File: src/design/kvt_pkg.sv
package kvt_pkg;

  localparam int KEY_W   = 32;
  localparam int VALUE_W = 32;
  localparam int COUNT_W = 5;

  typedef enum logic [1:0] {
    CMD_INSERT  = 2'd0,
    CMD_ERASE   = 2'd1,
    CMD_KEY_Q   = 2'd2,
    CMD_VALUE_Q = 2'd3
  } cmd_t;

  typedef enum logic [1:0] {
    ST_OK   = 2'd0,
    ST_DUP  = 2'd1,
    ST_FULL = 2'd2,
    ST_MISS = 2'd3
  } status_t;

  typedef enum logic [1:0] {
    S_IDLE = 2'd0,
    S_SCAN = 2'd1,
    S_MOVE = 2'd2,
    S_DONE = 2'd3
  } state_t;

  typedef struct packed {
    status_t              status;
    logic [COUNT_W-1:0]   entry_count;
  } result_t;

endpackage

File: src/design/kvt_in_if.sv
interface kvt_in_if;
  logic               valid;
  logic               ready;
  logic [1:0]         cmd;
  logic signed [31:0] key;
  logic signed [31:0] value;

  modport source (output valid, output cmd, output key, output value, input ready);
  modport sink   (input valid, input cmd, input key, input value, output ready);
endinterface

File: src/design/kvt_out_if.sv
interface kvt_out_if;
  logic       valid;
  logic       ready;
  logic [1:0] status;
  logic [4:0] entry_count;

  modport source (output valid, output status, output entry_count, input ready);
  modport sink   (input valid, input status, input entry_count, output ready);
endinterface

File: src/design/kvt_ram.sv
module kvt_ram #(
  parameter int WIDTH = 64,
  parameter int DEPTH = 16
) (
  input  logic                     clk,
  input  logic                     we,
  input  logic [$clog2(DEPTH)-1:0] waddr,
  input  logic [WIDTH-1:0]         wdata,
  input  logic [$clog2(DEPTH)-1:0] raddr,
  output logic [WIDTH-1:0]         rdata
);

  logic [WIDTH-1:0] mem [DEPTH];

  always_ff @(posedge clk) begin
    if (we) begin
      mem[waddr] <= wdata;
    end
    rdata <= mem[raddr];
  end

endmodule

File: src/design/kvt_ctrl.sv
module kvt_ctrl
  import kvt_pkg::*;
#(
  parameter int ENTRIES = 16
) (
  input  logic                       clk,
  input  logic                       rst,
  kvt_in_if.sink                     in_ch,
  output logic                       res_valid,
  output result_t                    res,
  input  logic                       res_ready,
  output logic                       ram_we,
  output logic [$clog2(ENTRIES)-1:0] ram_waddr,
  output logic [KEY_W+VALUE_W-1:0]   ram_wdata,
  output logic [$clog2(ENTRIES)-1:0] ram_raddr,
  input  logic [KEY_W+VALUE_W-1:0]   ram_rdata
);

  localparam int AW = $clog2(ENTRIES);
  localparam int CW = $clog2(ENTRIES + 1);

  state_t             state, state_next;
  cmd_t               op;
  logic [KEY_W-1:0]   key_q;
  logic [VALUE_W-1:0] value_q;
  logic [CW-1:0]      count;
  logic [CW-1:0]      rd_ptr;
  logic               cmp_vld;
  logic [AW-1:0]      cmp_idx;
  logic [AW-1:0]      slot;
  status_t            status_q;

  logic               hit;
  logic               issue;
  logic               scan_end;
  logic               full;
  logic [CW-1:0]      last_wide;
  logic [AW-1:0]      last;
  logic [CW+COUNT_W-1:0] count_ext;

  assign full      = (count == CW'(ENTRIES));
  assign last_wide = count - 1'b1;
  assign last      = last_wide[AW-1:0];
  assign count_ext = {{COUNT_W{1'b0}}, count};

  always_comb begin
    if (op == CMD_VALUE_Q) begin
      hit = cmp_vld && (ram_rdata[VALUE_W-1:0] == value_q);
    end else begin
      hit = cmp_vld && (ram_rdata[KEY_W+VALUE_W-1:VALUE_W] == key_q);
    end
    issue    = !hit && (rd_ptr < count);
    scan_end = hit || (!cmp_vld && !(rd_ptr < count));
  end

  always_comb begin
    state_next = state;
    unique case (state)
      S_IDLE: begin
        if (in_ch.valid) begin
          state_next = S_SCAN;
        end
      end
      S_SCAN: begin
        if (scan_end) begin
          state_next = (op == CMD_ERASE && hit) ? S_MOVE : S_DONE;
        end
      end
      S_MOVE: state_next = S_DONE;
      S_DONE: begin
        if (res_ready) begin
          state_next = S_IDLE;
        end
      end
      default: state_next = S_IDLE;
    endcase
  end

  always_comb begin
    in_ch.ready = 1'b0;
    res_valid   = 1'b0;
    ram_we      = 1'b0;
    ram_waddr   = count[AW-1:0];
    ram_wdata   = {key_q, value_q};
    ram_raddr   = rd_ptr[AW-1:0];
    unique case (state)
      S_IDLE: in_ch.ready = 1'b1;
      S_SCAN: begin
        if (hit && op == CMD_ERASE) begin
          ram_raddr = last;
        end
        if (scan_end && !hit && op == CMD_INSERT && !full) begin
          ram_we = 1'b1;
        end
      end
      S_MOVE: begin
        ram_we    = 1'b1;
        ram_waddr = slot;
        ram_wdata = ram_rdata;
      end
      S_DONE: res_valid = 1'b1;
      default: ;
    endcase
  end

  assign res.status      = status_q;
  assign res.entry_count = count_ext[COUNT_W-1:0];

  always_ff @(posedge clk) begin
    if (rst) begin
      state   <= S_IDLE;
      count   <= '0;
      cmp_vld <= 1'b0;
    end else begin
      state <= state_next;
      unique case (state)
        S_IDLE: begin
          rd_ptr  <= '0;
          cmp_vld <= 1'b0;
        end
        S_SCAN: begin
          cmp_vld <= issue;
          if (issue) begin
            cmp_idx <= rd_ptr[AW-1:0];
            rd_ptr  <= rd_ptr + 1'b1;
          end
          if (scan_end) begin
            unique case (op)
              CMD_INSERT: begin
                if (hit) begin
                  status_q <= ST_DUP;
                end else if (full) begin
                  status_q <= ST_FULL;
                end else begin
                  status_q <= ST_OK;
                  count    <= count + 1'b1;
                end
              end
              CMD_ERASE: begin
                status_q <= hit ? ST_OK : ST_MISS;
                slot     <= cmp_idx;
              end
              default: status_q <= hit ? ST_OK : ST_MISS;
            endcase
          end
        end
        S_MOVE: count <= last_wide;
        default: ;
      endcase
    end
  end

  always_ff @(posedge clk) begin
    if (state == S_IDLE && in_ch.valid) begin
      op      <= cmd_t'(in_ch.cmd);
      key_q   <= in_ch.key;
      value_q <= in_ch.value;
    end
  end

endmodule

File: src/design/keyed_value_table.sv
// The search walks the valid entries in order until a hit or the end of the table;
// an early hit ends it sooner, and an erase that hits adds a move step that copies
// the last entry into the freed slot.
// One operation runs at a time; a new one is taken only after the last result is
// handed on. The search reads the table RAM through its one read port, one slot per cycle.
// Reset clears the entry count and the control state; the table RAM is not cleared.
module keyed_value_table
  import kvt_pkg::*;
#(
  parameter int ENTRIES = 16
) (
  input  logic       clk,
  input  logic       rst,
  kvt_in_if.sink     in_ch,
  kvt_out_if.source  out_ch
);

  localparam int AW = $clog2(ENTRIES);

  logic                     res_valid;
  logic                     res_ready;
  result_t                  res;
  logic                     ram_we;
  logic [AW-1:0]            ram_waddr;
  logic [KEY_W+VALUE_W-1:0] ram_wdata;
  logic [AW-1:0]            ram_raddr;
  logic [KEY_W+VALUE_W-1:0] ram_rdata;

  kvt_ctrl #(.ENTRIES(ENTRIES)) u_ctrl (
    .clk       (clk),
    .rst       (rst),
    .in_ch     (in_ch),
    .res_valid (res_valid),
    .res       (res),
    .res_ready (res_ready),
    .ram_we    (ram_we),
    .ram_waddr (ram_waddr),
    .ram_wdata (ram_wdata),
    .ram_raddr (ram_raddr),
    .ram_rdata (ram_rdata)
  );

  kvt_ram #(.WIDTH(KEY_W + VALUE_W), .DEPTH(ENTRIES)) u_ram (
    .clk   (clk),
    .we    (ram_we),
    .waddr (ram_waddr),
    .wdata (ram_wdata),
    .raddr (ram_raddr),
    .rdata (ram_rdata)
  );

  // hold the result until the sink takes it
  assign res_ready = !out_ch.valid || out_ch.ready;

  always_ff @(posedge clk) begin
    if (rst) begin
      out_ch.valid <= 1'b0;
    end else if (res_valid && res_ready) begin
      out_ch.valid <= 1'b1;
    end else if (out_ch.ready) begin
      out_ch.valid <= 1'b0;
    end
  end

  always_ff @(posedge clk) begin
    if (res_valid && res_ready) begin
      out_ch.status      <= res.status;
      out_ch.entry_count <= res.entry_count;
    end
  end

  a_res_hold: assert property (@(posedge clk) disable iff (rst)
    res_valid && !res_ready |=> res_valid && $stable(res))
    else $error("pending result changed while output register full");

  a_one_op: assert property (@(posedge clk) disable iff (rst)
    in_ch.valid && in_ch.ready |-> !res_valid)
    else $error("input transfer while a result is pending");

  a_full_count: assert property (@(posedge clk) disable iff (rst)
    res_valid && res_ready && res.status == ST_FULL |->
      res.entry_count == COUNT_W'(ENTRIES))
    else $error("table full reported below capacity");

endmodule

File: src/flat_wrapper.sv
// flat-port wrapper written by rule: the top's interface ports become plain ports
module keyed_value_table_flat import kvt_pkg::*;
#(
  parameter int ENTRIES = 16
)
  (clk, rst, in_ch_valid, in_ch_cmd, in_ch_key, in_ch_value, in_ch_ready, out_ch_valid, out_ch_status, out_ch_entry_count, out_ch_ready);
  kvt_in_if in_ch_i ();
  kvt_out_if out_ch_i ();
  input  logic clk;
  input  logic rst;
  input wire logic [$bits(in_ch_i.valid)-1:0] in_ch_valid;
  input wire logic [$bits(in_ch_i.cmd)-1:0] in_ch_cmd;
  input wire logic [$bits(in_ch_i.key)-1:0] in_ch_key;
  input wire logic [$bits(in_ch_i.value)-1:0] in_ch_value;
  output wire logic [$bits(in_ch_i.ready)-1:0] in_ch_ready;
  output wire logic [$bits(out_ch_i.valid)-1:0] out_ch_valid;
  output wire logic [$bits(out_ch_i.status)-1:0] out_ch_status;
  output wire logic [$bits(out_ch_i.entry_count)-1:0] out_ch_entry_count;
  input wire logic [$bits(out_ch_i.ready)-1:0] out_ch_ready;
  assign in_ch_i.valid = in_ch_valid;
  assign in_ch_i.cmd = in_ch_cmd;
  assign in_ch_i.key = in_ch_key;
  assign in_ch_i.value = in_ch_value;
  assign in_ch_ready = in_ch_i.ready;
  assign out_ch_valid = out_ch_i.valid;
  assign out_ch_status = out_ch_i.status;
  assign out_ch_entry_count = out_ch_i.entry_count;
  assign out_ch_i.ready = out_ch_ready;
  keyed_value_table #(.ENTRIES(ENTRIES)) u_core (.clk(clk), .rst(rst), .in_ch(in_ch_i), .out_ch(out_ch_i));
endmodule
File: config.mk
export PLATFORM = sky130hd
export DESIGN_NAME = keyed_value_table_flat
export DESIGN_NICKNAME = d
export VERILOG_FILES = /design/src/design/kvt_pkg.sv /design/src/design/kvt_in_if.sv /design/src/design/kvt_out_if.sv /design/src/design/kvt_ram.sv /design/src/design/kvt_ctrl.sv /design/src/design/keyed_value_table.sv /design/src/flat_wrapper.sv
export SDC_FILE = /design/constraint.sdc
export NUM_CORES = 1
export LEC_CHECK = 0
export BUFFER_PORTS_ARGS = -buffer_cell sky130_fd_sc_hd__buf_4
export CAP_MARGIN = 5
export CORE_ASPECT_RATIO = 0.8
export CORE_MARGIN = 1.5
export CORE_UTILIZATION = 60
export CTS_BUF_LIST = sky130_fd_sc_hd__clkbuf_8 sky130_fd_sc_hd__clkbuf_16
export DETAILED_ROUTE_END_ITERATION = 6
export PLACE_DENSITY = 0.78
export SETUP_SLACK_MARGIN = 0.4
export SLEW_MARGIN = 15
export SYNTH_ARGS = -nofsm -noshare
export SYNTH_HDL_FRONTEND = slang
export SYNTH_HIERARCHICAL = 1
export SYNTH_SLANG_ARGS = --single-unit
export TNS_END_PERCENT = 100
File: constraint.sdc
create_clock -name clk -period 9.2 [get_ports clk]
set_input_delay 1.84 -clock clk [delete_from_list [all_inputs] [get_ports clk]]
set_output_delay 1.84 -clock clk [all_outputs]
set_load 0.05 [all_outputs]
==> impl_metrics.env <==
export IMPL_drive_gt1_share_pct=28.0
export IMPL_ys_seq_area_share_pct=77.9
export IMPL_hold_viol=0
export IMPL_dpl_hpwl_um=46700
export IMPL_core_mm2=0.0737
export IMPL_clockPowerShare_pct=29.5
export IMPL_numClockSinks=1185
export IMPL_switching_share_pct=27.6
export IMPL_wl_um=97800
export IMPL_yosys_warnings=6
export IMPL_p_sw_mw=3.89
export IMPL_area_growth_pct=11.5
export IMPL_grt_pass1_wl_um=144000
export IMPL_slew_headroom_pct=9.17
export IMPL_n_antenna_cell=0
export IMPL_slew_viol_final=0
export IMPL_cp_start_kind="register"
export IMPL_antenna_found_initial=2
export IMPL_routedWlPerCell_um=30.1
export IMPL_setup_ws_ns=3.35
export IMPL_rsz0062_at_grt="no"
export IMPL_insertion_delay_ns=0.67
export IMPL_cts_tree="built"
export IMPL_fin_cells=3251
export IMPL_power_leakage_nw=16.0
export IMPL_num_rows=89
export IMPL_synth_area_mm2=0.0447
export IMPL_period_minus_slack_ns=5.85
export IMPL_intPower_mw=10.2
export IMPL_nNetsFinal=2241
export IMPL_final_setup_skew_ns=0.0214
export IMPL_synth_edf_count=1112
export IMPL_rr_worst_depth=12
export IMPL_die_area_mm2=0.0762
export IMPL_ys_async_sr_fraction_pct=0
export IMPL_peakVddDrop_mv=0.199
export IMPL_top_layer="met5"
export IMPL_fillCellCount=4526
export IMPL_num_vias=21200
export IMPL_htree_levels=3
export IMPL_die_w_um=308
export IMPL_avgSynthCellArea_um2=22.0
export IMPL_root_buffer="clkbuf_16"
export IMPL_post_cts_resized=0
export IMPL_drtIter0Drc=2364
export IMPL_power_density_mw_per_mm2=282
export IMPL_track_usage_pct=26.5
export IMPL_worstPathArrival_ns=6.37
export IMPL_start_util_pct=60.7
export IMPL_setup_viol=0
export IMPL_worstSetupEndpointType="register"
export IMPL_seqCellArea_mm2=0.0349
export IMPL_maxCapViolCount=0
export IMPL_holdBufCountCts=0
export IMPL_cts_buffer_depth=3
export IMPL_gp_congestion=0.750
export IMPL_drtAntennaViolNets=0
export IMPL_ys_seq_elements=1185
export IMPL_boundaryPins=79
export IMPL_cts_made_buffers=105
export IMPL_wl_met2_um=48300
export IMPL_ff2ff_setup_slack_ns=3.35
export IMPL_drc_errors=0
export IMPL_drtPass1Iterations=5
export IMPL_synthDistinctLibCells=53
export IMPL_path_class="reg2reg"
export IMPL_finalCritPeriodShare_pct=63.6
export IMPL_wl_met3_um=9910
export IMPL_die_height_um=247
export IMPL_share_comb_of_total_power_pct=21.2
export IMPL_seqPwrFrac_pct=49.3
export IMPL_viasPerCell=6.51
export IMPL_dp_cells=3054
export IMPL_max_freq_ghz=0.171
export IMPL_synth_fp_nets=2110
export IMPL_synth_flop_cell="edfxtp_1"
export IMPL_netlist_instances=2029
export IMPL_worst_pin_slew_ns=1.35
export IMPL_min_path_type="reg2reg"
export IMPL_path_clk_slew_ns=0.06
export IMPL_holdPathStages=0
export IMPL_grt_pass1_vias=21900
export IMPL_m1WireLength_um=37000
export IMPL_placement_io_buffers=78
export IMPL_cp_required_ns=9.72
export IMPL_fin_tns_setup_ns=0
export IMPL_grt_overflow_total=0
export IMPL_pre_cts_ws_ns=3.46
export IMPL_cp_max_fo=124
export IMPL_grt_max_degree=125
export IMPL_cts_setup_buffers=0
export IMPL_status="finished clean"
export IMPL_multi_input_area_mm2=0.00950
[metrics by stage]
stage / power, mW / hold WS (ns) / cell area (µm²) / utilization (%)
after floorplan: 9.15 / 0.400 / 44700 / -
after global placement: 9.88 / 0.401 / 46600 / 63.2
after detailed placement: 10.0 / 0.406 / 46600 / 63.2
after CTS: 14.2 / 0.421 / 49900 / 67.6
after global routing: 14.6 / 0.432 / 49900 / 67.6
final: 14.1 / 0.423 / 49900 / 67.6
[flip-flops by register name, summed over array words and instances (netlist names), 5 cells and up]
signal and count:
u_core/out_ch.entry_count 5, u_core/u_ctrl/count 5, u_core/u_ctrl/key_q 32, u_core/u_ctrl/rd_ptr 5
u_core/u_ctrl/value_q 32, u_core/u_ram/mem 1024, u_core/u_ram/rdata 64
[cells in the mapped netlist (14+ instances only)]
master	number	area (µm²)
xor2_1	65	569
mux2_2	69	777
a22oi_1	129	968
nand2_1	76	285
clkbuf_1	48	180
nor4_1	15	93.8
edfxtp_1	1112	33400
nor2_1	23	86.3
mux4_2	256	5770
inv_1	14	52.6
buf_2	14	70.1
dfxtp_1	73	1460
[path summary, 6_finish.rpt]
path,endpoint,startpoint
max,u_core/u_ram/rdata[34]$_DFF_P_,u_core/u_ctrl/key_q[29]$_DFFE_PP_
min,u_core/out_ch.status[0]$_DFFE_PP_,u_core/u_ctrl/status_q[0]$_DFFE_PP_
max reg2reg,u_core/u_ram/rdata[34]$_DFF_P_,u_core/u_ctrl/key_q[29]$_DFFE_PP_
min reg2reg,u_core/out_ch.status[0]$_DFFE_PP_,u_core/u_ctrl/status_q[0]$_DFFE_PP_
[cell families (layout without fill, tap and decap cells)]
logic type      after synthesis  after routing  synth area share, %
fa+ha+maj                    11             11                0.308
mux                         328            328                 14.7
compound gates              158            158                 2.65
simple gates                167            167                 1.79
xor+xnor                     71             71                 1.39
buf+inv                     109            330                 1.24
flops                      1185           1185                 77.9
[layout make-up]
type,count,share of cell area [%]
sequential,1185,69.9
multi-input combinational,735,19.0
clock buffer,114,5.59
tap,1001,2.51
timing repair buffer,119,1.87
clock inverter,83,0.981
inverter,14,0.105
[cell usage in the layout, fill, tap and decap left out, types with 5 or more instances in the layout]
cell type	n
a22oi_1	129
and2_1	7
buf_4	116
clkbuf_16	108
clkbuf_8	6
clkinv_1	17
clkinv_2	25
dfxtp_1	73
edfxtp_1	1112
ha_1	10
inv_1	44
mux2_2	68
mux4_2	256
nand2_1	76
nand2b_1	7
nand3_1	10
nand4_1	5
nor2_1	10
nor2_4	13
nor4_1	15
o21ai_0	6
xnor2_1	6
xor2_1	65
[worst max-delay path, cell delays in order, from the launching register on]
cell	delay, ns
edfxtp_1	0.44
xor2_1	0.20
nor4_1	1.08
nand4_1	0.38
nor2_2	0.41
o21a_1	0.21
nand3_1	0.28
mux2i_4	0.29
buf_12	0.49
buf_4	0.96
mux4_2	0.43
a22oi_1	0.22
nand2_1	0.14
[layer usage]
metal  GRT usage, %  up-vias
li1               -     8713
met1           36.6    11100
met2           43.2     1192
met3           5.73      175
met4           7.75        4
met5              0        -
[power groups by stage]
stage / logic (mW) / clock network (mW) / registers (mW)
2_1_floorplan: 2.15 / 0 / 6.99
3_3_place_gp: 2.85 / 0 / 7.03
3_5_place_dp: 2.96 / 0 / 7.04
4_1_cts: 2.99 / 4.22 / 6.94
5_1_grt: 3.21 / 4.42 / 6.97
6_report: 2.99 / 4.16 / 6.94
Power figures use the tool's default switching activity.
